### config.mk
export PLATFORM = sky130hd
export DESIGN_NAME = irtcl_lane
export DESIGN_NICKNAME = d
export VERILOG_FILES = /design/src/rtl/ir_range_table_calibrate_lookup_defines.svh /design/src/rtl/irtcl_pkg.sv /design/src/rtl/irtcl_ram.sv /design/src/rtl/irtcl_lane.sv
export SDC_FILE = /design/constraint.sdc
export NUM_CORES = 2
export LEC_CHECK = 0
export BUFFER_PORTS_ARGS = -buffer_cell sky130_fd_sc_hd__buf_2
export CAP_MARGIN = 20
export CELL_PAD_IN_SITES_DETAIL_PLACEMENT = 0
export CELL_PAD_IN_SITES_GLOBAL_PLACEMENT = 1
export CORE_MARGIN = 2
export CORE_UTILIZATION = 55
export DETAILED_ROUTE_END_ITERATION = 12
export GPL_ROUTABILITY_DRIVEN = 1
export GPL_TIMING_DRIVEN = 0
export HOLD_SLACK_MARGIN = 0.15
export PLACE_DENSITY = 0.78
export REMOVE_ABC_BUFFERS = 1
export SLEW_MARGIN = 10
export SYNTH_ARGS = -nofsm -noshare
export SYNTH_HDL_FRONTEND = slang
export SYNTH_SLANG_ARGS = --single-unit
### constraint.sdc
create_clock -name clk_i -period 13.44 [get_ports clk_i]
set_input_delay 1.344 -clock clk_i [delete_from_list [all_inputs] [get_ports clk_i]]
set_output_delay 1.344 -clock clk_i [all_outputs]
set_load 0.01 [all_outputs]
### src/rtl/ir_range_table_calibrate_lookup_defines.svh
// Assertion helpers shared by the calibrated range lookup RTL.
// Both macros sample on the rising edge of clk_i and are disabled in reset.
`ifndef IR_RANGE_TABLE_CALIBRATE_LOOKUP_DEFINES_SVH
`define IR_RANGE_TABLE_CALIBRATE_LOOKUP_DEFINES_SVH

// Same-cycle implication
`define IRTCL_ASSERT_IMP(lbl, pre, post, msg) \
  lbl: assert property (@(posedge clk_i) disable iff (!rst_ni) (pre) |-> (post)) \
    else $error(msg);

// Next-cycle implication
`define IRTCL_ASSERT_NXT(lbl, pre, post, msg) \
  lbl: assert property (@(posedge clk_i) disable iff (!rst_ni) (pre) |=> (post)) \
    else $error(msg);

`endif

### src/rtl/irtcl_pkg.sv
package irtcl_pkg;

  // Default geometry
  localparam int unsigned DEF_TABLE_DEPTH   = 130;
  localparam int unsigned DEF_POINT_SPACING = 10;
  localparam int unsigned DEF_CAL_POINTS    = 13;
  localparam int unsigned DEF_SAMPLE_BITS   = 12;

  // Fixed field widths
  localparam int unsigned SAMPLE_W = 12;
  localparam int unsigned DIST_W   = 9;
  localparam int unsigned POINT_W  = 4;
  localparam int unsigned OFFSET_W = 8;

  localparam logic [OFFSET_W-1:0] OFFSET_RESET = 8'd20;

  // Input transaction
  typedef struct packed {
    logic                action;
    logic [SAMPLE_W-1:0] sample_a;
    logic [SAMPLE_W-1:0] sample_b;
  } irtcl_in_t;

  // Output transaction
  typedef struct packed {
    logic [DIST_W-1:0]  distance_a;
    logic [DIST_W-1:0]  distance_b;
    logic [POINT_W-1:0] point_written;
    logic               run_done;
  } irtcl_out_t;

  // Datapath operations
  typedef enum logic [3:0] {
    OP_NONE,
    OP_LOAD,
    OP_CAL_WRITE,
    OP_DIV_LOAD,
    OP_DIV_STEP,
    OP_FILL,
    OP_COARSE,
    OP_FINE,
    OP_OUT
  } irtcl_op_e;

  // Jump conditions
  typedef enum logic [3:0] {
    C_ALWAYS,
    C_ACCEPT,
    C_MEASURE,
    C_NO_FILL,
    C_FILL_BUSY,
    C_COARSE_BUSY,
    C_FINE_BUSY,
    C_OUT_FREE
  } irtcl_cond_e;

  // Program steps
  typedef enum logic [3:0] {
    S_WAIT,
    S_DISP,
    S_CALST,
    S_CALLD,
    S_DIV,
    S_FILL,
    S_COARSE,
    S_FINE,
    S_OUT
  } irtcl_step_e;

  // One control word: operation, condition and both successors
  typedef struct packed {
    irtcl_op_e   op;
    irtcl_cond_e cond;
    irtcl_step_e nxt_t;
    irtcl_step_e nxt_f;
    logic        take;
  } irtcl_uword_t;

  // Status flags seen by the sequencer
  typedef struct packed {
    logic accept;
    logic measure;
    logic no_fill;
    logic fill_busy;
    logic coarse_busy;
    logic fine_busy;
    logic out_free;
  } irtcl_flags_t;

  // Control into one sensor lane
  typedef struct packed {
    irtcl_op_e op;
    logic      load;
    logic      wr_en;
  } irtcl_lane_ctrl_t;

  // Search status out of one sensor lane
  typedef struct packed {
    logic coarse_end;
    logic fine_end;
  } irtcl_lane_stat_t;

  // Control store
  function automatic irtcl_uword_t irtcl_ucode(input irtcl_step_e step);
    irtcl_uword_t w;
    case (step)
      S_WAIT:   w = '{op: OP_LOAD, cond: C_ACCEPT, nxt_t: S_DISP, nxt_f: S_WAIT,
                      take: 1'b1};
      S_DISP:   w = '{op: OP_NONE, cond: C_MEASURE, nxt_t: S_COARSE, nxt_f: S_CALST,
                      take: 1'b0};
      S_CALST:  w = '{op: OP_CAL_WRITE, cond: C_NO_FILL, nxt_t: S_OUT, nxt_f: S_CALLD,
                      take: 1'b0};
      S_CALLD:  w = '{op: OP_DIV_LOAD, cond: C_ALWAYS, nxt_t: S_DIV, nxt_f: S_DIV,
                      take: 1'b0};
      S_DIV:    w = '{op: OP_DIV_STEP, cond: C_ALWAYS, nxt_t: S_FILL, nxt_f: S_FILL,
                      take: 1'b0};
      S_FILL:   w = '{op: OP_FILL, cond: C_FILL_BUSY, nxt_t: S_FILL, nxt_f: S_OUT,
                      take: 1'b0};
      S_COARSE: w = '{op: OP_COARSE, cond: C_COARSE_BUSY, nxt_t: S_COARSE, nxt_f: S_FINE,
                      take: 1'b0};
      S_FINE:   w = '{op: OP_FINE, cond: C_FINE_BUSY, nxt_t: S_FINE, nxt_f: S_OUT,
                      take: 1'b0};
      S_OUT:    w = '{op: OP_OUT, cond: C_OUT_FREE, nxt_t: S_WAIT, nxt_f: S_OUT,
                      take: 1'b0};
      default:  w = '{op: OP_NONE, cond: C_ALWAYS, nxt_t: S_WAIT, nxt_f: S_WAIT,
                      take: 1'b0};
    endcase
    return w;
  endfunction

endpackage

### src/rtl/irtcl_ram.sv
module irtcl_ram #(
  parameter int unsigned WIDTH = irtcl_pkg::DEF_SAMPLE_BITS,
  parameter int unsigned DEPTH = irtcl_pkg::DEF_TABLE_DEPTH
) (
  input  logic                     clk_i,
  input  logic                     we_i,
  input  logic [$clog2(DEPTH)-1:0] waddr_i,
  input  logic [WIDTH-1:0]         wdata_i,
  input  logic [$clog2(DEPTH)-1:0] raddr_i,
  output logic [WIDTH-1:0]         rdata_o
);

  logic [WIDTH-1:0] mem_q [DEPTH];
  logic [WIDTH-1:0] rdata_q;

  // Write one entry, register one read
  always_ff @(posedge clk_i) begin
    if (we_i) begin
      mem_q[waddr_i] <= wdata_i;
    end
    rdata_q <= mem_q[raddr_i];
  end

  assign rdata_o = rdata_q;

endmodule

### src/rtl/irtcl_lane.sv
module irtcl_lane #(
  parameter int unsigned TABLE_DEPTH   = irtcl_pkg::DEF_TABLE_DEPTH,
  parameter int unsigned POINT_SPACING = irtcl_pkg::DEF_POINT_SPACING,
  parameter int unsigned CAL_POINTS    = irtcl_pkg::DEF_CAL_POINTS,
  parameter int unsigned SAMPLE_BITS   = irtcl_pkg::DEF_SAMPLE_BITS,
  localparam int unsigned PROBE_MAX    = (TABLE_DEPTH > CAL_POINTS * POINT_SPACING) ?
                                         TABLE_DEPTH : CAL_POINTS * POINT_SPACING,
  localparam int unsigned IDX_W        = $clog2(PROBE_MAX + POINT_SPACING),
  localparam int unsigned K_W          = $clog2(POINT_SPACING),
  localparam int unsigned HWM_W        = $clog2(TABLE_DEPTH + 1)
) (
  input  logic                              clk_i,
  input  logic                              rst_ni,
  input  irtcl_pkg::irtcl_lane_ctrl_t       ctrl_i,
  input  logic [irtcl_pkg::SAMPLE_W-1:0]    sample_i,
  input  logic [IDX_W-1:0]                  base_i,
  input  logic [K_W-1:0]                    k_i,
  input  logic [HWM_W-1:0]                  hwm_i,
  output irtcl_pkg::irtcl_lane_stat_t       stat_o,
  output logic [IDX_W-1:0]                  idx_o
);

  localparam int unsigned ADDR_W     = $clog2(TABLE_DEPTH);
  localparam int unsigned COARSE_LIM = (CAL_POINTS * POINT_SPACING < TABLE_DEPTH) ?
                                       CAL_POINTS * POINT_SPACING : TABLE_DEPTH;
  localparam int unsigned DIV_SH     = SAMPLE_BITS + $clog2(POINT_SPACING);
  localparam int unsigned RECIP      = ((1 << DIV_SH) + POINT_SPACING - 1) / POINT_SPACING;

  logic [SAMPLE_BITS-1:0] sample_q, sample_d;
  logic [IDX_W-1:0]       idx_q, idx_d;
  logic                   cdone_q, cdone_d;
  logic                   fdone_q, fdone_d;
  logic [SAMPLE_BITS-1:0] dq_q, dq_d;
  logic                   neg_q, neg_d;
  logic [SAMPLE_BITS-1:0] prev_q, prev_d;

  logic                   we;
  logic [IDX_W-1:0]       waddr_w;
  logic [SAMPLE_BITS-1:0] wdata;
  logic [IDX_W-1:0]       raddr_w;
  logic [ADDR_W-1:0]      raddr;
  logic [SAMPLE_BITS-1:0] rdata;

  logic [SAMPLE_BITS-1:0]        entry;
  logic                          hit_c;
  logic                          hit_f;
  logic [2*SAMPLE_BITS:0]        quot_p;
  logic signed [SAMPLE_BITS:0]   diff_s;
  logic [SAMPLE_BITS:0]          mag_w;
  logic signed [SAMPLE_BITS:0]   step_s;
  logic signed [SAMPLE_BITS+1:0] fill_v;
  logic [SAMPLE_BITS-1:0]        fill_c;

  // Table entry at idx_q; entries at or above the fill mark read as zero
  assign entry = (IDX_W'(hwm_i) > idx_q) ? rdata : '0;
  assign hit_c = (idx_q < IDX_W'(COARSE_LIM)) && (entry > sample_q);
  assign hit_f = (idx_q != '0) && (entry < sample_q);

  assign stat_o.coarse_end = cdone_q || !hit_c;
  assign stat_o.fine_end   = fdone_q || !hit_f;
  assign idx_o             = idx_q;

  // Divide the magnitude by the point spacing with a reciprocal multiply,
  // exact over the whole sample range
  assign quot_p = {{(SAMPLE_BITS + 1){1'b0}}, dq_q} * (2 * SAMPLE_BITS + 1)'(RECIP);

  // Signed difference to the previous calibration point
  assign diff_s = $signed({1'b0, sample_q}) - $signed({1'b0, rdata});
  assign mag_w  = diff_s[SAMPLE_BITS] ? -diff_s : diff_s;

  // Interpolation step and clamped next entry
  assign step_s = neg_q ? -$signed({1'b0, dq_q}) : $signed({1'b0, dq_q});
  assign fill_v = $signed({2'b00, prev_q}) - $signed({step_s[SAMPLE_BITS], step_s});

  always_comb begin
    if (fill_v[SAMPLE_BITS+1]) begin
      fill_c = '0;
    end else if (fill_v[SAMPLE_BITS]) begin
      fill_c = '1;
    end else begin
      fill_c = fill_v[SAMPLE_BITS-1:0];
    end
  end

  // Datapath operation selected by the control word
  always_comb begin
    sample_d = sample_q;
    idx_d    = idx_q;
    cdone_d  = cdone_q;
    fdone_d  = fdone_q;
    dq_d     = dq_q;
    neg_d    = neg_q;
    prev_d   = prev_q;
    we       = 1'b0;
    waddr_w  = base_i;
    wdata    = sample_q;
    case (ctrl_i.op)
      irtcl_pkg::OP_LOAD: begin
        if (ctrl_i.load) begin
          sample_d = SAMPLE_BITS'(sample_i);
          idx_d    = '0;
          cdone_d  = 1'b0;
          fdone_d  = 1'b0;
        end
      end
      irtcl_pkg::OP_CAL_WRITE: begin
        we = ctrl_i.wr_en;
      end
      irtcl_pkg::OP_DIV_LOAD: begin
        neg_d  = diff_s[SAMPLE_BITS];
        dq_d   = mag_w[SAMPLE_BITS-1:0];
        prev_d = sample_q;
      end
      irtcl_pkg::OP_DIV_STEP: begin
        dq_d = SAMPLE_BITS'(quot_p >> DIV_SH);
      end
      irtcl_pkg::OP_FILL: begin
        we      = 1'b1;
        waddr_w = base_i - IDX_W'(k_i);
        wdata   = fill_c;
        prev_d  = fill_c;
      end
      irtcl_pkg::OP_COARSE: begin
        if (!cdone_q) begin
          if (hit_c) begin
            idx_d = idx_q + IDX_W'(POINT_SPACING);
          end else begin
            cdone_d = 1'b1;
            idx_d   = (idx_q >= IDX_W'(TABLE_DEPTH)) ? IDX_W'(TABLE_DEPTH - 1) : idx_q;
          end
        end
      end
      irtcl_pkg::OP_FINE: begin
        if (!fdone_q) begin
          if (hit_f) begin
            idx_d = idx_q - 1'b1;
          end else begin
            fdone_d = 1'b1;
          end
        end
      end
      default: begin
      end
    endcase
    // Read the previous point during the write, else follow the search index
    raddr_w = (ctrl_i.op == irtcl_pkg::OP_CAL_WRITE) ?
              base_i - IDX_W'(POINT_SPACING) : idx_d;
    raddr   = (raddr_w < IDX_W'(TABLE_DEPTH)) ? raddr_w[ADDR_W-1:0] : '0;
  end

  // Hold search flags
  always_ff @(posedge clk_i or negedge rst_ni) begin
    if (!rst_ni) begin
      cdone_q <= 1'b1;
      fdone_q <= 1'b1;
    end else begin
      cdone_q <= cdone_d;
      fdone_q <= fdone_d;
    end
  end

  // Hold datapath values
  always_ff @(posedge clk_i) begin
    sample_q <= sample_d;
    idx_q    <= idx_d;
    dq_q     <= dq_d;
    neg_q    <= neg_d;
    prev_q   <= prev_d;
  end

  irtcl_ram #(
    .WIDTH (SAMPLE_BITS),
    .DEPTH (TABLE_DEPTH)
  ) u_table (
    .clk_i   (clk_i),
    .we_i    (we),
    .waddr_i (waddr_w[ADDR_W-1:0]),
    .wdata_i (wdata),
    .raddr_i (raddr),
    .rdata_o (rdata)
  );

endmodule

Word-level counts from Yosys, hierarchy flattened
Memories as Yosys holds them, arrays and structs flattened. A register that Yosys moved wholly into a read port is not among the register bits.
Cells that the tools add are included.
{"block": "word_totals", "regBits": 47, "latchBits": 0, "ramBits": 1560, "rom_bits": 0, "inputBits": 40, "out_inout_bits": 10, "elab_cells": 73, "n_memories": 1}
{"name": "u_table.mem_q", "depth": 130, "word_bits": 12, "rd": 1, "rd_ports_with_merged_regs": 1, "write_ports": 1, "line_no": "irtcl_ram.sv:13", "rtl": "logic [WIDTH-1:0] mem_q [DEPTH];"}
{"block": "op_classes", "addsub": 8, "n_mul": 1, "div_mod_pow": 0, "magnitude_cmp": 6, "n_eq_ne": 8, "shifts": 0, "n_mux": 28, "bitwise_logic": 0, "n_reduce_logical": 14}
{"op": "$mux W8", "n": 9}
{"op": "$mux W12", "n": 5}
{"op": "$pmux W12 S2", "n": 2}
{"op": "$mul A12 B12 Y24 const B", "n": 1}
{"op": "$pmux W8 S3", "n": 1}
{"op": "$eq A4 B3 Y1 const B", "n": 4}
{"op": "$lt A8 B8 Y1 const B", "n": 2}
{"op": "$sub A13 B13 Y14", "n": 1}
{"op": "$mux W13", "n": 1}
{"op": "$neg A12 Y13", "n": 1}
{"op": "$sub A12 B12 Y13", "n": 1}
{"op": "$gt A12 B12 Y1", "n": 1}
{"op": "$lt A12 B12 Y1", "n": 1}
{"op": "$neg A12 Y12", "n": 1}
{"op": "$add A8 B4 Y8 const B", "n": 1}
{"op": "$eq A4 B2 Y1 const B", "n": 2}
{"op": "$ge A8 B8 Y1 const B", "n": 1}
{"op": "$gt A8 B8 Y1", "n": 1}
{"op": "$reduce_bool A2 Y1", "n": 4}
{"op": "$reduce_bool A8 Y1", "n": 1}
{"op": "$sub A8 B1 Y8 const B", "n": 1}
{"op": "$sub A8 B4 Y8", "n": 1}
{"op": "$sub A8 B4 Y8 const B", "n": 1}
{"op": "$mux W1", "n": 7}
{"op": "7 further kinds", "n": 14}

Logic depth before layout (Yosys ltp)
{"block": "logic_depth", "ltp_word": 10, "mapped_depth": 34, "mapped_depth_nobuf": 27}

By module
Synthesis repeated with hierarchy kept, for this count alone.
{"block": "hier_totals", "cells_unflattened": 3875, "area_unflattened_um2": 68639.6}
{"mod": "irtcl_ram", "instances": 1, "cells_each": 2994, "area_each_um2": 60974.7, "seq_area_each_um2": 47085.2}
{"mod": "irtcl_lane", "instances": 1, "cells_each": 881, "area_each_um2": 7664.9, "seq_area_each_um2": 1323.8}

Least setup slack after synthesis
No wires, ideal clock.
{"block": "synth_timing", "path_kind": "reg-to-reg", "startpoint": "reg dq_q[0]", "endpoint": "reg prev_q[11] (data pin)", "arrival_ns": 6.949, "required_ns": 12.527, "setup_slack_ns": 5.579, "path_stages_with_launch": 21, "n_path_buf": 1, "path_cell_list": "edfxtp_1 inv_1 ha_1 mux2i_1 fa_1 nand2_1 nand2_1 a21oi_1 o21ai_0 a21oi_1 nand2b_1 a21boi_0 o21ai_0 nand2_1 a21oi_1 o21ai_0 a21oi_1 xor2_1 clkbuf_1 nor2_1 o22ai_1"}
{"block": "synth_via", "elab_chain_len": 6}
{"element": "start: declaration", "line_no": "irtcl_lane.sv:33", "rtl": "logic [SAMPLE_BITS-1:0] dq_q, dq_d;"}
{"element": "start signal: assignment", "line_no": "irtcl_lane.sv:166", "rtl": "dq_q <= dq_d;"}
{"element": "$neg A12 Y13", "line_no": "irtcl_lane.sv:72", "rtl": "assign step_s = neg_q ? -$signed({1'b0, dq_q}) : $signed({1'b0, dq_q});"}
{"element": "$mux W13 (*)", "line_no": "irtcl_lane.sv:72"}
{"element": "$sub A13 B13 Y14 (*)", "line_no": "irtcl_lane.sv:73", "rtl": "assign fill_v = $signed({2'b00, prev_q}) - $signed({step_s[SAMPLE_BITS], step_s});"}
{"element": "$mux W12", "line_no": "irtcl_lane.sv:78", "rtl": "end else if (fill_v[SAMPLE_BITS]) begin"}
{"element": "$mux W12 (*)", "line_no": "irtcl_lane.sv:76", "rtl": "if (fill_v[SAMPLE_BITS+1]) begin"}
{"element": "$pmux W12 S2 (*)", "line_no": "irtcl_lane.sv:97", "rtl": "case (ctrl_i.op)"}
{"element": "via prev_d[11]", "line_no": "irtcl_lane.sv:35", "rtl": "logic [SAMPLE_BITS-1:0] prev_q, prev_d;"}
{"element": "end signal: assignment", "line_no": "irtcl_lane.sv:168", "rtl": "prev_q <= prev_d;"}
{"element": "end: declaration", "line_no": "irtcl_lane.sv:35"}
The timed path passes the listed nets; every way through them passes the cells marked *.
A chain may end at the register's enable or synchronous reset.

Worst setup path after layout
{"block": "layout_timing", "startpoint": "reg idx_q[1] (netlist: idx_o[1])", "endpoint": "reg u_table.rdata_q[2] (netlist: u_table.rdata_o[2]) (read register of u_table.mem_q)"}
{"block": "layout_via", "elab_chain_len": 10, "word_cells_on_any_way": 21, "cone_classes": "add/sub (2); order compare (6); mux (10); reduce/logical (3)"}
{"element": "start: declaration", "line_no": "irtcl_lane.sv:30", "rtl": "logic [IDX_W-1:0] idx_q, idx_d;"}
{"element": "start signal: assignment", "line_no": "irtcl_lane.sv:165", "rtl": "idx_q <= idx_d;"}
{"element": "$gt A8 B8 Y1", "line_no": "irtcl_lane.sv:55", "rtl": "assign entry = (IDX_W'(hwm_i) > idx_q) ? rdata : '0;"}
{"element": "$mux W12", "line_no": "irtcl_lane.sv:55"}
{"element": "$lt A12 B12 Y1 / $gt A12 B12 Y1 (equally long branches)", "line_no": "irtcl_lane.sv:57, irtcl_lane.sv:56"}
{"element": "$logic_and A1 B1 Y1, on equally long branches", "line_no": "irtcl_lane.sv:57, irtcl_lane.sv:56"}
{"element": "$mux W8, on equally long branches", "line_no": "irtcl_lane.sv:135, irtcl_lane.sv:125"}
{"element": "$mux W8, on equally long branches", "line_no": "irtcl_lane.sv:134, irtcl_lane.sv:124"}
{"element": "$pmux W8 S3 (*)", "line_no": "irtcl_lane.sv:97"}
{"element": "$mux W8 (*)", "line_no": "irtcl_lane.sv:146", "rtl": "raddr_w = (ctrl_i.op == irtcl_pkg::OP_CAL_WRITE) ?"}
{"element": "$lt A8 B8 Y1", "line_no": "irtcl_lane.sv:148", "rtl": "raddr = (raddr_w < IDX_W'(TABLE_DEPTH)) ? raddr_w[ADDR_W-1:0] : '0;"}
{"element": "$mux W8 (*)", "line_no": "irtcl_lane.sv:148"}
{"element": "end: declaration", "line_no": "irtcl_ram.sv:14", "rtl": "logic [WIDTH-1:0] rdata_q;"}
Mark *: on every way between the ends. The rest lies on a longest branch, timed or not.

==> results.txt <==
Status: completed
Row count: 130
Post-Synth XOR/XNOR Area: 0.7031%
Clock tree buffer depth: 3
Setup bufs post-CTS: 0
Clk_skew: 33.75 ps
Commonest non-fill, non-tap cells in the layout: edfxtp_1, nand2_1, nor2_1
Mean Syn Cell Area: 13.11 µm²
Hold WS: 486.8 ps
Setup Crit Path Kind: flop to flop
Grt ovf: 0
DRC marker count from the first detailed-route iteration: 6372
Global-route wire length before repair: 310800 µm
Vias in the first global route: 45693
Fmax: 0.1034 GHz
Asr flop ratio synth: 0.1235%
Worst hold path type: input port to asynchronous set/reset pin
Worst-skew pair later-pin latency: 800 ps
CTS Buf Count: 165
Die H: 360.2 µm
Seq pwr share: 31.9%
EDFF count, synth: 1597
Pint: 10780 µW
Global Route Usage Sum: 32.77%
Placer Congestion: 0.8876
Worst EP required: 14090 ps
Crit-path max FO: 43
Placed Cells: 6912
Sequential fraction of the synthesis area: 69.39%
Endpoints failing hold: 0
Full die area: 129700 µm²
Crit share post-route: 71.92%
Root Buffer: clkbuf_16
Synth Area in Adders: 3.903%
Combinational share of power: 43.5%
Startpoint class of the critical path: flop
Hpwl dp: 140100 µm
Part of the power in the clock network: 24.6%
Via count: 47822
Nets: 5679
Die X: 360.2 µm
CTS resizes: 0
Worst Tran Pin Value: 1231 ps
Hold Buf Count CTS: 0
Max cap viols: 0
Synth Area in Simple Gates: 11.24%
Crit path capture type: flop
Initial antenna violation count: 8
Yosys warns: 0
Register bit count reported by yosys: 1619
Pin count of the biggest net entering global routing: 82
Relative slew slack: 17.92%
Initial Util: 55.49%
Vias per inst: 6.622
Compound-Gate Fraction of Synth Area: 10.71%
DRC Markers: 0
Fin worst setup slack: 3773 ps
Synth cell types: 96
Sw power: 7195 µW
Post-synthesis mux area share: 1.273%
Htree depth: 4
Crit path arrival time: 10320 ps
Leakage power: 0.02729 µW
IO Pins: 50
Ratio of cells with drive above 1 in the final layout: 11.98%
Most used DFF post-synth: edfxtp_1
Drt wl/cell: 29.75 µm
Minimum clock period: 9667 ps
RSZ-0062 raised after global routing: no
Finished Core Util: 64.03%
Worst ir drop on vdd: 0.1917 mV
CORE AREA: 125700 µm²
Post-synthesis cell count: 5322
Largest family of logic cells by synthesized area: simple AND/OR/NAND/NOR gates
Synth Cell Area: 69760 µm²
FILL cells: 9189
CTS Sinks: 1619
Synthesis-to-layout area growth: 15.39%
Post-Layout Cell Count: 7222
Clock-pin slew on the worst setup and hold paths: 70 ps
Sw frac: 40.04%
Max-slew violation count: 0
Port bufs: 49
Routed Antenna Nets: 0
Commonest non-fill, non-tap cell in the layout: edfxtp_1
CTS tree: done
WL final: 214900 µm
First-pass detailed-route iteration total: 8
Final setup fails: 0
Pwr/cell area: 223.2 nW/µm²
Setup TNS: 0 ps
Dpl ws: 3325 ps
-- stage by stage --
stage                     power, µW  area, µm²
after floorplan               10520      68280
after global placement        13350      70590
after detailed placement      13490      75250
after CTS                     17860      80360
after global routing          18740      80490
final                         17970      80500
-- final cells by class --
cell class / count / area (µm²) / area share, %
Sequential cell: 1619 / 48410 / 60.13
Inverter: 121 / 454.2 / 0.5642
Multi-Input combinational cell: 3244 / 19990 / 24.84
Timing Repair Buffer: 295 / 4462 / 5.542
Clock buffer: 209 / 4347 / 5.399
Clock inverter: 81 / 765.7 / 0.9512
Tap cell: 1650 / 2064 / 2.565
Antenna cell: 3 / 7.507 / 0.009325
-- path summary, 6_finish.rpt --
kind	startpoint	endpoint	slack, ps	depth (start not counted)
setup / recovery	idx_o[1]	u_table.rdata_o[2]	3770	27
hold / removal	rst_ni	fdone_q	490	1
setup reg to reg	idx_o[1]	u_table.rdata_o[2]	3770	27
hold reg to reg	fdone_q	fdone_q	510	2
max in group asynchronous	rst_ni	cdone_q	12930	1
min in group clk_i	fdone_q	fdone_q	510	2
-- kinds of logic (layout without fill, tap and decap cells) --
group | count (synthesis) | after routing
AOI/OAI and AO/OA | 1115 | 1115
xor gates and xnor gates | 56 | 56
adders and majority gates | 193 | 193
buffers and inverters | 459 | 706
DFF | 1619 | 1619
muxes | 88 | 88
other | 0 | 3
and+or+nand+nor | 1792 | 1792
-- power by group through the flow --
stage	Clock, µW	Sequential [µW]	Combinational (µW)
final	4420	5740	7810
after global routing	4630	5740	8360
after CTS	4440	5740	7680
after detailed placement	0	5840	7640
after global placement	0	5910	7430
after floorplan	0	5840	4680
-- layer usage --
layer  GRT usage (%)  vias to the layer above  wire, µm
met4           13.61                        4      9564
met2           49.55                     2943     96780
met1           45.22                    23850     82990
met5               0                        -        29
met3           8.673                      533     25510
li1                -                    20492         -
-- state kept, by name, summed over array words and instances, names as in the netlist --
name and flops:
dq_q 12, fdone_q 1, u_table.mem_q 1560, u_table.rdata_o 12
sample_q 12, cdone_q 1, prev_q 12, idx_o 8
neg_q 1
-- critical path, cell delays in order, from the launching register on --
cell and delay, ps:
dfxtp_1 500, inv_1 240, ha_1 340, nor2b_1 130, o21a_1 160, o21ai_0 170
nand2b_1 70, a21oi_1 140, nor2_1 50, a211oi_1 230, a21oi_1 240, and2_1 290
ha_1 300, and3_1 190, nand4_1 160, a21oi_1 440, or3_1 360, nor4_1 120
nor4_1 630, a22oi_1 390, nor3_2 540, a21o_4 770, nand2_1 810, a221oi_1 510
nor3_1 120, a311oi_1 600, o21ai_0 540, o2111a_1 370
-- synthesized netlist by cell type (all sizes together) (22+ instances only) --
master  number  share of area (%)
a211oi      30               0.33
a21o        22               0.25
a21oi      152                1.1
a22oi       22               0.24
a31oi      173                1.6
and3        26               0.23
buf        161                1.2
clkbuf     177               0.95
edfxtp    1597                 69
fa          41                1.2
ha         152                2.7
inv        121               0.65
mux2i       82                1.2
nand2      818                4.4
nand3      201                1.4
nand4       65               0.58
nor2       391                2.1
nor3       170                1.2
nor4        22               0.21
o211ai      83               0.89
o21ai      261                1.9
o221ai      81                1.0
o22ai       86               0.77
o311ai      36               0.45
or3         23               0.22
xnor2       40               0.50
Power figures use the tool's default switching activity.
