`src/rtl/ir_range_table_calibrate_lookup_defines.svh`:
```
// Assertion helpers shared by the calibrated range lookup RTL.
// Both macros sample on the rising edge of clk_i and are disabled in reset.
`ifndef IR_RANGE_TABLE_CALIBRATE_LOOKUP_DEFINES_SVH
`define IR_RANGE_TABLE_CALIBRATE_LOOKUP_DEFINES_SVH

// Same-cycle implication
`define IRTCL_ASSERT_IMP(lbl, pre, post, msg) \
  lbl: assert property (@(posedge clk_i) disable iff (!rst_ni) (pre) |-> (post)) \
    else $error(msg);

// Next-cycle implication
`define IRTCL_ASSERT_NXT(lbl, pre, post, msg) \
  lbl: assert property (@(posedge clk_i) disable iff (!rst_ni) (pre) |=> (post)) \
    else $error(msg);

`endif

```
`src/rtl/irtcl_pkg.sv`:
```
package irtcl_pkg;

  // Default geometry
  localparam int unsigned DEF_TABLE_DEPTH   = 130;
  localparam int unsigned DEF_POINT_SPACING = 10;
  localparam int unsigned DEF_CAL_POINTS    = 13;
  localparam int unsigned DEF_SAMPLE_BITS   = 12;

  // Fixed field widths
  localparam int unsigned SAMPLE_W = 12;
  localparam int unsigned DIST_W   = 9;
  localparam int unsigned POINT_W  = 4;
  localparam int unsigned OFFSET_W = 8;

  localparam logic [OFFSET_W-1:0] OFFSET_RESET = 8'd20;

  // Input transaction
  typedef struct packed {
    logic                action;
    logic [SAMPLE_W-1:0] sample_a;
    logic [SAMPLE_W-1:0] sample_b;
  } irtcl_in_t;

  // Output transaction
  typedef struct packed {
    logic [DIST_W-1:0]  distance_a;
    logic [DIST_W-1:0]  distance_b;
    logic [POINT_W-1:0] point_written;
    logic               run_done;
  } irtcl_out_t;

  // Datapath operations
  typedef enum logic [3:0] {
    OP_NONE,
    OP_LOAD,
    OP_CAL_WRITE,
    OP_DIV_LOAD,
    OP_DIV_STEP,
    OP_FILL,
    OP_COARSE,
    OP_FINE,
    OP_OUT
  } irtcl_op_e;

  // Jump conditions
  typedef enum logic [3:0] {
    C_ALWAYS,
    C_ACCEPT,
    C_MEASURE,
    C_NO_FILL,
    C_FILL_BUSY,
    C_COARSE_BUSY,
    C_FINE_BUSY,
    C_OUT_FREE
  } irtcl_cond_e;

  // Program steps
  typedef enum logic [3:0] {
    S_WAIT,
    S_DISP,
    S_CALST,
    S_CALLD,
    S_DIV,
    S_FILL,
    S_COARSE,
    S_FINE,
    S_OUT
  } irtcl_step_e;

  // One control word: operation, condition and both successors
  typedef struct packed {
    irtcl_op_e   op;
    irtcl_cond_e cond;
    irtcl_step_e nxt_t;
    irtcl_step_e nxt_f;
    logic        take;
  } irtcl_uword_t;

  // Status flags seen by the sequencer
  typedef struct packed {
    logic accept;
    logic measure;
    logic no_fill;
    logic fill_busy;
    logic coarse_busy;
    logic fine_busy;
    logic out_free;
  } irtcl_flags_t;

  // Control into one sensor lane
  typedef struct packed {
    irtcl_op_e op;
    logic      load;
    logic      wr_en;
  } irtcl_lane_ctrl_t;

  // Search status out of one sensor lane
  typedef struct packed {
    logic coarse_end;
    logic fine_end;
  } irtcl_lane_stat_t;

  // Control store
  function automatic irtcl_uword_t irtcl_ucode(input irtcl_step_e step);
    irtcl_uword_t w;
    case (step)
      S_WAIT:   w = '{op: OP_LOAD, cond: C_ACCEPT, nxt_t: S_DISP, nxt_f: S_WAIT,
                      take: 1'b1};
      S_DISP:   w = '{op: OP_NONE, cond: C_MEASURE, nxt_t: S_COARSE, nxt_f: S_CALST,
                      take: 1'b0};
      S_CALST:  w = '{op: OP_CAL_WRITE, cond: C_NO_FILL, nxt_t: S_OUT, nxt_f: S_CALLD,
                      take: 1'b0};
      S_CALLD:  w = '{op: OP_DIV_LOAD, cond: C_ALWAYS, nxt_t: S_DIV, nxt_f: S_DIV,
                      take: 1'b0};
      S_DIV:    w = '{op: OP_DIV_STEP, cond: C_ALWAYS, nxt_t: S_FILL, nxt_f: S_FILL,
                      take: 1'b0};
      S_FILL:   w = '{op: OP_FILL, cond: C_FILL_BUSY, nxt_t: S_FILL, nxt_f: S_OUT,
                      take: 1'b0};
      S_COARSE: w = '{op: OP_COARSE, cond: C_COARSE_BUSY, nxt_t: S_COARSE, nxt_f: S_FINE,
                      take: 1'b0};
      S_FINE:   w = '{op: OP_FINE, cond: C_FINE_BUSY, nxt_t: S_FINE, nxt_f: S_OUT,
                      take: 1'b0};
      S_OUT:    w = '{op: OP_OUT, cond: C_OUT_FREE, nxt_t: S_WAIT, nxt_f: S_OUT,
                      take: 1'b0};
      default:  w = '{op: OP_NONE, cond: C_ALWAYS, nxt_t: S_WAIT, nxt_f: S_WAIT,
                      take: 1'b0};
    endcase
    return w;
  endfunction

endpackage

```
`src/rtl/irtcl_seq.sv`:
```
module irtcl_seq (
  input  logic                    clk_i,
  input  logic                    rst_ni,
  input  irtcl_pkg::irtcl_flags_t flags_i,
  output irtcl_pkg::irtcl_uword_t uword_o
);

  irtcl_pkg::irtcl_step_e  pc_q, pc_d;
  irtcl_pkg::irtcl_uword_t uw;
  logic                    hit;

  // Fetch the control word and resolve the jump
  always_comb begin
    uw = irtcl_pkg::irtcl_ucode(pc_q);
    case (uw.cond)
      irtcl_pkg::C_ALWAYS:      hit = 1'b1;
      irtcl_pkg::C_ACCEPT:      hit = flags_i.accept;
      irtcl_pkg::C_MEASURE:     hit = flags_i.measure;
      irtcl_pkg::C_NO_FILL:     hit = flags_i.no_fill;
      irtcl_pkg::C_FILL_BUSY:   hit = flags_i.fill_busy;
      irtcl_pkg::C_COARSE_BUSY: hit = flags_i.coarse_busy;
      irtcl_pkg::C_FINE_BUSY:   hit = flags_i.fine_busy;
      irtcl_pkg::C_OUT_FREE:    hit = flags_i.out_free;
      default:                  hit = 1'b0;
    endcase
    pc_d = hit ? uw.nxt_t : uw.nxt_f;
  end

  // Advance the step register
  always_ff @(posedge clk_i or negedge rst_ni) begin
    if (!rst_ni) begin
      pc_q <= irtcl_pkg::S_WAIT;
    end else begin
      pc_q <= pc_d;
    end
  end

  assign uword_o = uw;

endmodule

```
`config.mk`:
```
export PLATFORM = sky130hd
export DESIGN_NAME = irtcl_seq
export DESIGN_NICKNAME = d
export VERILOG_FILES = /design/src/rtl/ir_range_table_calibrate_lookup_defines.svh /design/src/rtl/irtcl_pkg.sv /design/src/rtl/irtcl_seq.sv
export SDC_FILE = /design/constraint.sdc
export NUM_CORES = 1
export LEC_CHECK = 0
export BUFFER_PORTS_ARGS = -buffer_cell sky130_fd_sc_hd__clkbuf_2
export CORE_UTILIZATION = 42
export DETAILED_ROUTE_END_ITERATION = 7
export GPL_TIMING_DRIVEN = 0
export PLACE_DENSITY = 0.74
export SLEW_MARGIN = 0
export SYNTH_ARGS = -nofsm -noshare
export SYNTH_HDL_FRONTEND = slang
export SYNTH_SLANG_ARGS = --single-unit
```
`constraint.sdc`:
```
create_clock -name clk_i -period 2.15 [get_ports clk_i]
set_input_delay 0.1075 -clock clk_i [delete_from_list [all_inputs] [get_ports clk_i]]
set_output_delay 0.1075 -clock clk_i [all_outputs]
set_load 0.01 [all_outputs]
```
# After elaboration in Yosys (flattened, before gate mapping)
# Memories as Yosys holds them, arrays and structs flattened.
# Cells that the tools add are included.
# W data, S select, Z words.
[totals]
reg_bits = 4
mem_bits_ro = 256
in_bits = 9
out_inout_bits = 17
word_cells = 12
mem_count = 1
[op_classes]
eq_ne = 7
mux = 2
reduce_logical = 1
[mem_list]
columns = ["name", "words", "word_bits", "rd", "rd_clocked_by_memory_dff", "wr", "line", "rtl"]
rows = [
  ["(name not given)", 16, 16, 1, 0, 0, "irtcl_pkg.sv:106", "case (step)"],
]
[op_table]
columns = ["op", "count"]
rows = [
  ["$eq A4 B3 Y1 const B", 4],
  ["$eq A4 B2 Y1 const B", 2],
  ["$pmux W1 S8", 1],
  ["$eq A4 B1 Y1 const B", 1],
  ["$logic_not A4 Y1", 1],
  ["$mux W4", 1],
]

# Longest topological paths before layout
# Gate-level depths: netlist (run 1).
# An unclocked memory read counts as a cell.
[logic_depth]
ltp_word = 4
ltp_mapped = 8

# Least setup slack after synthesis (run 1)
# No wires, ideal clock.
[synth_timing]
kind = "reg2reg"
start = "register pc_q[0]"
end = "register pc_q[3]"
setup_ns = 0.128
t_arrival_ns = 2.182
required_time_ns = 2.022
setup_slack_ns = -0.159
stages_incl_launch_ff = 8
synth_period_minus_slack_ns = 2.309
cell_sequence = "dfrtp_1 inv_1 ha_1 nor2b_1 a221oi_2 o32ai_2 nor4_4 mux2_1"
[synth_via]
elab_chain_len = 4
word_cells_on_any_way = 11
classes_between = "eq/ne (7); mux (2); reduce/logical (1); memory (1)"
[synth_rtl]
columns = ["element", "line", "rtl"]
rows = [
  ["from (decl)", "irtcl_seq.sv:8", "irtcl_pkg::irtcl_step_e pc_q, pc_d;"],
  ["from (signal assigned)", "irtcl_seq.sv:32", "pc_q <= irtcl_pkg::S_WAIT;"],
  ["from (signal assigned)", "irtcl_seq.sv:34", "pc_q <= pc_d;"],
  ["$mem_v2 Z16 W16 *", "-", ""],
  ["$eq A4 B3 Y1, or another cell as far along", "irtcl_seq.sv:15", "case (uw.cond)"],
  ["$pmux W1 S8", "irtcl_seq.sv:15", ""],
  ["$mux W4 *", "irtcl_seq.sv:26", "pc_d = hit ? uw.nxt_t : uw.nxt_f;"],
  ["named net pc_d[3]", "irtcl_seq.sv:8", ""],
]
# The timed path passes the listed nets; every way through them passes the cells marked *.

# Final worst setup path (run 1)
[layout_timing]
start = "register pc_q[1]"
end = "register pc_q[1]"
# Same word-level chain as after synthesis.

==> impl_table.tex, run 1 <==
\begin{tabular}{lr}
\hline
Metric & Value \\
\hline
\multicolumn{2}{l}{\textbf{Outcome}} \\
Result of the run & finished clean \\
\multicolumn{2}{l}{\textbf{Timing}} \\
Max frequency & between 0.4 and 0.5 GHz \\
Final critical-path setup slack & 14.3 ps \\
Count of final hold-check violations & 0 \\
Setup Skew & 2.52 ps \\
Unrepaired setup endpoints after global routing & true \\
Max-slew violation count & 0 \\
Period minus WS final & between 2000 and 2500 ps \\
Number of failing setup endpoints in the final timing report & 0 \\
Fin crit share & a little under 100\% \\
\multicolumn{2}{l}{\textbf{Drt}} \\
First-iteration detailed-routing DRC count & 5 \\
Detail-routed net length per standard cell & between 10 and 15 um \\
Via count normalized by instance count & 5.48 \\
Antenna-violating nets left & 0 \\
Drt drc & 0 \\
Via total after detailed routing & 701 \\
Total routed wirelength & around 1800 um \\
Total iterations of the first detailed-routing run & 4 \\
\multicolumn{2}{l}{\textbf{Global routing}} \\
Global-route wire length before repair & about 2500 um \\
Overflow left after global routing & 0 \\
Number of antenna violations at the first check in global routing & 0 \\
Maximum number of pins on one net before global-route repair & 11 \\
Number of global-route vias before repair & 587 \\
Total track usage & between 20\% and 30\% \\
\multicolumn{2}{l}{\textbf{Power}} \\
Cell Pwr Density & 1880 mW/mm2 \\
Fraction of power spent switching nets & around half \\
Clock group share of total power & approximately 5.1\% \\
Share of power burned in combinational logic & 86.2\% \\
Worst-case vdd ir drop & approximately 1200 uV \\
Internal Dissipation & roughly 1.0 mW \\
Switching power summed over all nets & about 940 uW \\
Sequential share of power & 8.7\% \\
Pleak & 0.502 nW \\
\multicolumn{2}{l}{\textbf{Floorplan}} \\
Die boundary height & about 41 um \\
Die area & roughly 0.0017 mm2 \\
Floorplan core area & about 0.0014 mm2 \\
Cell Rows & 13 \\
Count of pins on the block boundary & 26 \\
Die outline width & between 40 and 50 um \\
Initial core utilization & a little under half \\
\multicolumn{2}{l}{\textbf{Clock network}} \\
CTS Buf Count & 3 \\
Number of levels the H-tree was split into & 1 \\
Worst-Skew Late Latency & between 200 and 250 ps \\
Maximum number of buffers from clock root to sink & 2 \\
TritonCTS sink count & 4 \\
Clock transition at path regs & around 40 ps \\
Clock tree from TritonCTS & done \\
Root Driver & sky130\_fd\_sc\_hd\_\_clkbuf\_4 \\
\multicolumn{2}{l}{\textbf{Synthesis}} \\
Net count after synthesis & 91 \\
Post-Synthesis Cells & 75 \\
Post-synthesis area per instance & between 8 and 9 um2 \\
Post-synth cell types & 30 \\
Number of warnings reported in the yosys synthesis log & 0 \\
Sequential cell area fraction in the yosys report & approximately 16\% \\
Cell area after synthesis & $\sim$640 um2 \\
Count of state elements after synthesis & 4 \\
\multicolumn{2}{l}{\textbf{Worst setup path}} \\
Cell type of the slowest stage on the worst timing path & sky130\_fd\_sc\_hd\_\_nor4\_4 \\
Crit Path Class & register to register \\
Worst EP arrival & about 2200 ps \\
Required time of the critical path & 2250 ps \\
Critical path, cell by cell & buf\_4, ha\_2, nand2b\_4, a31oi\_4, nor2\_2, nor4\_4, mux2\_1 \\
Type of origin of the critical path & register \\
Maximum fanout along the worst path & 4 \\
Slowest cell delay on critical path & between 400 and 500 ps \\
Critical path capture point type & register \\
\multicolumn{2}{l}{\textbf{Placement}} \\
Routability Congestion & 0.829 \\
Input/output buffers & 24 \\
Detailed placement HPWL & $\sim$1200 um \\
Worst setup slack after placement & -255 ps \\
\multicolumn{2}{l}{\textbf{Final layout}} \\
Seq. cell area & 104 um2 \\
Synthesis-to-finish area growth & 62.9\% \\
Total inserted antenna cells & 0 \\
Util after Layout & between 70\% and 80\% \\
Number of fill cells & around 90 \\
Area occupied by multi-input gates & roughly 620 um2 \\
Max reg flops & 4 \\
Biggest registers after layout & pc\_q x4 \\
Register with the highest flop count & pc\_q \\
Count of nets after finishing & 130 \\
Ratio of cells with drive above 1 in the final layout & between 50\% and 60\% \\
\multicolumn{2}{l}{\textbf{Worst hold path}} \\
Worst hold path class & primary input to asynchronous set/reset pin \\
\multicolumn{2}{l}{\textbf{Run}} \\
Max cap viols & 0 \\
\hline
\end{tabular}
timing repair:
action | 4_1_cts | 5_1_grt
endpoints found under the hold margin | 4 | 0
hold buffers | 1 | 0
setup endpoints to repair | 4 | 4
pin swaps | 2 | 4
resized for setup | 6 | 25
buffers inserted | 5 | 5
layout make-up:
type,instances,share of cell area [%]
Buffer,5,3.62
Tap cell,15,1.81
Timing Repair Buffer,34,19.1
Multi-Input combinational cell,60,60.1
Sequential cell,4,10.0
Inverter,6,2.90
Clock buffer,4,2.53
through the flow:
stage	hold WS [ps]	TNS (ps)	power [mW]	cell area, um2	cells
2_1_floorplan	-188	0	1.03	638	75
3_3_place_gp	-86.8	-947	1.35	777	114
3_5_place_dp	-84.5	-982	1.38	777	114
4_1_cts	213	0	1.62	872	124
5_1_grt	250	-117	2.08	1040	128
6_report	225	0	1.95	1040	128
cell families after synthesis:
kind of cell             share of synthesized area [%]
AO/OA/AOI/OAI                                     25.1
flip-flops                                        15.7
multiplexers                                      8.64
adder cells (fa/ha/maj)                           13.8
AND/OR/NAND/NOR                                   26.7
other                                            0.589
buffers and inverters                             9.43
cell usage in the layout, fill, tap and decap left out, types with 2 or more instances in the layout:
cell type / synthesis / routed
sky130_fd_sc_hd__nand2_1: 3 / 3
sky130_fd_sc_hd__inv_1: 6 / 4
sky130_fd_sc_hd__nor2b_1: 4 / 2
sky130_fd_sc_hd__clkbuf_4: 0 / 3
sky130_fd_sc_hd__ha_1: 7 / 2
sky130_fd_sc_hd__a21oi_1: 4 / 3
sky130_fd_sc_hd__buf_6: 2 / 2
sky130_fd_sc_hd__nor3b_1: 2 / 2
sky130_fd_sc_hd__a211oi_1: 2 / 2
sky130_fd_sc_hd__ha_4: 0 / 4
sky130_fd_sc_hd__nand2b_4: 0 / 2
sky130_fd_sc_hd__buf_4: 1 / 10
sky130_fd_sc_hd__clkbuf_1: 2 / 3
sky130_fd_sc_hd__a31oi_1: 3 / 2
sky130_fd_sc_hd__nor2_2: 0 / 2
sky130_fd_sc_hd__mux2_1: 4 / 3
sky130_fd_sc_hd__nand2b_1: 4 / 2
sky130_fd_sc_hd__nor2_1: 9 / 7
sky130_fd_sc_hd__clkbuf_2: 0 / 24
sky130_fd_sc_hd__dfrtp_2: 0 / 3
sky130_fd_sc_hd__o21ai_0: 4 / 3
final timing paths:
| check | startpoint | to | slack [ps] | cells past startpoint |
|---|---|---|---|---|
| worst max-delay path | pc_q[1] | pc_q[1] | 10 | 7 |
| worst min-delay path | rst_ni | pc_q[1] | 220 | 2 |
| worst max register to register | pc_q[1] | pc_q[1] | 10 | 7 |
| worst min register to register | pc_q[0] | pc_q[0] | 900 | 4 |
| max in group asynchronous | rst_ni | pc_q[2] | 1790 | 2 |
| min in group clk_i | flags_i[1] | pc_q[3] | 440 | 5 |
layer usage:
| layer | routed length, um | global-route usage (%) | vias up | share of wire, % |
|---|---|---|---|---|
| met4 | 0 | 3.33 | 0 | 0 |
| met2 | 828 | 38.7 | 26 | 47 |
| met5 | 0 | 0 | - | 0 |
| met3 | 91 | 1.63 | 0 | 5.2 |
| met1 | 836 | 28.9 | 326 | 48 |
| li1 | - | - | 349 | - |
power by group through the flow:
stage	Sequential, mW	Clock [mW]	Combinational (mW)
finish	0.170	0.0991	1.68
global route	0.174	0.109	1.80
CTS	0.159	0.102	1.36
detailed placement	0.173	0	1.21
global placement	0.171	0	1.18
floorplan	0.158	0	0.873
cells in the mapped netlist, drive strengths merged:
cell type  n  area, um2
nand2b     4       25.0
dfrtp      4        100
nand2      3       11.3
a21oi      4       20.0
a211oi     2       15.0
nand3b     1       11.3
a221oi     1       15.0
mux2       4       45.0
ha         7       87.6
o32ai      1       16.3
mux2i      1       10.0
clkbuf     2       7.51
and4       1       8.76
nor4bb     1       10.0
o2111ai    1       8.76
conb       1       3.75
o21ai      4       20.0
o221ai     1       15.0
nor3b      2       15.0
a21o       1       7.51
o31ai      1       7.51
inv        6       22.5
buf        3       30.0
nor2b      4       25.0
nor4b      1       8.76
nor2       9       33.8
a31oi      3       18.8
o41ai      1       16.3
nor4       1       21.3
worst max-delay path, delay by kind of cell (launching register included):
family / cells / cell delay [ps]
AOI/OAI and AO/OA: 1 / 180
and+or+nand+nor: 3 / 680
adders and majority gates: 1 / 180
muxes: 1 / 370
DFF: 1 / 440
buffers and inverters: 1 / 160
Power figures use the tool's default switching activity.
==> inputs of run 2 (changes only) <==
--- a/config.mk
+++ b/config.mk
@@ -10,6 +10,7 @@
 export DETAILED_ROUTE_END_ITERATION = 7
 export GPL_TIMING_DRIVEN = 0
 export PLACE_DENSITY = 0.74
+export RECOVER_POWER = 25
 export SLEW_MARGIN = 0
 export SYNTH_ARGS = -nofsm -noshare
 export SYNTH_HDL_FRONTEND = slang
==> run 2 against run 1 <==
Clock-buffer cell count did not move. Combinational power hardly changed. Via count down 1.0%. Critical endpoint unchanged. Highest routed layer unchanged.
==> impl_table.tex, run 2 (same netlist as run 1, synthesis figures left out) <==
\begin{tabular}{lr}
\hline
Metric & Value \\
\hline
\multicolumn{2}{l}{\textbf{Final layout}} \\
Number of fill cells & 89 (+1.1\%) \\
Area occupied by multi-input gates & 623 um2 (unchanged) \\
Max reg flops & 4 (unchanged) \\
Most common cell after layout, fill and taps aside & sky130\_fd\_sc\_hd\_\_clkbuf\_2 \\
Seq. cell area & 104 um2 (unchanged) \\
Register with the highest flop count & pc\_q \\
Post-route design area & 0.00104 mm2 (-0.12\%) \\
Ratio of cells with drive above 1 in the final layout & 57.5\% (-0.88 points) \\
Biggest registers after layout & pc\_q x4 \\
Count of nets after finishing & 130 (unchanged) \\
Synthesis-to-finish area growth & 62.7\% \\
Most frequent cells in the layout & 23 x sky130\_fd\_sc\_hd\_\_clkbuf\_2, 10 x sky130\_fd\_sc\_hd\_\_buf\_4, 7 x sky130\_fd\_sc\_hd\_\_nor2\_1 \\
Total inserted antenna cells & 0 (unchanged) \\
\multicolumn{2}{l}{\textbf{Drt}} \\
Routed met3 length & 94 um (+3.3\%) \\
Total iterations of the first detailed-routing run & 4 (unchanged) \\
Drt drc & 0 (unchanged) \\
Via total after detailed routing & 694 (-1.0\%) \\
Total routed wirelength & 1750 um (-0.63\%) \\
Top layer reached by signal wires & met3 \\
Detail-routed net length per standard cell & 13.6 um (-0.63\%) \\
Met2 layer wire length in the routed design & 823 um (-0.60\%) \\
First-iteration detailed-routing DRC count & 5 (unchanged) \\
Routed length on met1 & 827 um (-1.1\%) \\
Antenna-violating nets left & 0 (unchanged) \\
Via count normalized by instance count & 5.42 (-1.0\%) \\
\multicolumn{2}{l}{\textbf{Floorplan}} \\
Die outline width & 40.9 um (unchanged) \\
Count of pins on the block boundary & 26 (unchanged) \\
Initial core utilization & 47.2\% (unchanged) \\
Cell Rows & 13 (unchanged) \\
Die area & 0.00168 mm2 (unchanged) \\
Die boundary height & 40.9 um (unchanged) \\
Floorplan core area & 0.00135 mm2 (unchanged) \\
\multicolumn{2}{l}{\textbf{Worst setup path}} \\
FF-to-FF Start & pc\_q[1] \\
Required time of the critical path & 2250 ps (about the same) \\
Worst r2r dst & pc\_q[1] \\
Type of origin of the critical path & register \\
End of the critical path & pc\_q[1] \\
Maximum fanout along the worst path & 4 (unchanged) \\
Critical path capture point type & register \\
Cell type of the slowest stage on the worst timing path & sky130\_fd\_sc\_hd\_\_nor4\_4 \\
Worst EP arrival & 2240 ps (about the same) \\
Startpoint of the most critical setup path & pc\_q[1] \\
Crit Path Class & register to register \\
Critical path, cell by cell & buf\_4, ha\_2, nand2b\_4, a31oi\_4, nor2\_2, nor4\_4, mux2\_1 \\
Slowest cell delay on critical path & 450 ps (about the same) \\
Minimum setup slack among reg-to-reg paths & 20 ps (about the same) \\
Worst Reg-to-Reg Cells & 7 (unchanged) \\
\multicolumn{2}{l}{\textbf{Power}} \\
Pleak & 0.499 nW (-0.59\%) \\
Share of power burned in combinational logic & 86.2\% (about the same) \\
Fraction of power spent switching nets & 48.2\% (about the same) \\
Sequential share of power & 8.7\% (about the same) \\
Clock group share of total power & 5.1\% (about the same) \\
Switching power summed over all nets & 937 uW (-0.18\%) \\
Final total power & 1.94 mW (-0.13\%) \\
Worst-case vdd ir drop & 1170 uV (-0.16\%) \\
Cell Pwr Density & 1880 mW/mm2 (about the same) \\
Internal Dissipation & 1.01 mW (about the same) \\
\multicolumn{2}{l}{\textbf{Clock network}} \\
Clock tree from TritonCTS & done \\
CTS Buf Count & 3 (unchanged) \\
Root Driver & sky130\_fd\_sc\_hd\_\_clkbuf\_4 \\
Maximum number of buffers from clock root to sink & 2 (unchanged) \\
TritonCTS sink count & 4 (unchanged) \\
Worst-Skew Late Latency & 230 ps (about the same) \\
Number of levels the H-tree was split into & 1 (unchanged) \\
Clock transition at path regs & 40 ps (about the same) \\
\multicolumn{2}{l}{\textbf{Timing}} \\
Final critical-path setup slack & 15.8 ps (+1.44 ps) \\
Max frequency & 0.469 GHz (about the same) \\
Max-slew violation count & 0 (unchanged) \\
Fin crit share & 99.3\% (about the same) \\
Setup Skew & 2.56 ps (+0.0412 ps) \\
Period minus WS final & 2130 ps (-1.44 ps) \\
Number of failing setup endpoints in the final timing report & 0 (unchanged) \\
TNS Setup & 0 ps (unchanged) \\
WHS & 240 ps (+15.7 ps) \\
Unrepaired setup endpoints after global routing & true \\
Count of final hold-check violations & 0 (unchanged) \\
\multicolumn{2}{l}{\textbf{Global routing}} \\
Number of antenna violations at the first check in global routing & 0 (unchanged) \\
Overflow left after global routing & 0 (unchanged) \\
Global-route wire length before repair & 2500 um (unchanged) \\
Number of global-route vias before repair & 587 (unchanged) \\
Total track usage & 21.8\% (unchanged) \\
Maximum number of pins on one net before global-route repair & 11 (unchanged) \\
\multicolumn{2}{l}{\textbf{Placement}} \\
Routability Congestion & 0.829 (unchanged) \\
Worst setup slack after placement & -255 ps (unchanged) \\
Input/output buffers & 24 (unchanged) \\
Detailed placement HPWL & 1230 um (unchanged) \\
Dpl cell area & 777 um2 (unchanged) \\
\multicolumn{2}{l}{\textbf{Outcome}} \\
Result of the run & finished clean \\
\multicolumn{2}{l}{\textbf{Worst hold path}} \\
Worst hold path class & primary input to asynchronous set/reset pin \\
\multicolumn{2}{l}{\textbf{Run}} \\
Max cap viols & 0 (unchanged) \\
\hline
\end{tabular}
## run 2: cell counts in the layout (fill, tap and decap cells not counted)
Identical to the previous run, type by type.
## run 2: worst min path at each step
| stage | start | end | slack [ps] | depth (start not counted) |
|---|---|---|---|---|
| global route | rst_ni | pc_q[3] | 270 | 2 |
| floorplan | rst_ni | pc_q[0] | -190 | 0 |
| global placement | rst_ni | pc_q[3] | -90 | 1 |
| CTS | rst_ni | pc_q[1] | 210 | 2 |
| detailed placement | rst_ni | pc_q[3] | -80 | 1 |
| finish | rst_ni | pc_q[1] | 240 | 2 |
## run 2: timing repair
item / in CTS / in global routing
hold endpoints to repair: 4 / 0
endpoints found under the setup margin: 4 / 4
hold buffers: 1 / 0
pin swaps: 2 / 4
resized for setup: 6 / 25
buffers inserted: 5 / 5
## run 2: power by group through the flow
| stage | Combinational, mW | Sequential (mW) | Clock (mW) |
|---|---|---|---|
| floorplan | 0.873 | 0.158 | 0 |
| global placement | 1.18 | 0.171 | 0 |
| detailed placement | 1.21 | 0.173 | 0 |
| CTS | 1.36 | 0.159 | 0.102 |
| global route | 1.80 | 0.174 | 0.109 |
| finish | 1.67 | 0.170 | 0.0991 |
## run 2: layout make-up
type / instances / share of cell area, %
multi-input cells: 60 / 60.1
repair buffers: 34 / 19.0
flip-flops and latches: 4 / 10.0
plain buffers: 5 / 3.62
inverters: 6 / 2.90
clock buffers: 4 / 2.54
well taps: 15 / 1.81
## run 2: stage by stage
| stage | std cells | util [%] |
|---|---|---|
| floorplan | 75 | - |
| global placement | 114 | 57.6 |
| detailed placement | 114 | 57.6 |
| CTS | 124 | 64.6 |
| global route | 128 | 76.7 |
| finish | 128 | 76.7 |
## run 2: worst max-delay path, delay by kind of cell, from the launching register on
family	cells	cell delay, ps
adder cells (fa/ha/maj)	1	180
AO/OA/AOI/OAI	1	180
buffers and inverters	1	160
multiplexers	1	370
flip-flops	1	440
AND/OR/NAND/NOR	3	680
## run 2: metal layers
layer | GRT usage [%] | vias up
met2 | 38.7 | 24
li1 | - | 351
met5 | 0 | -
met1 | 28.9 | 319
met3 | 1.63 | 0
met4 | 3.33 | 0
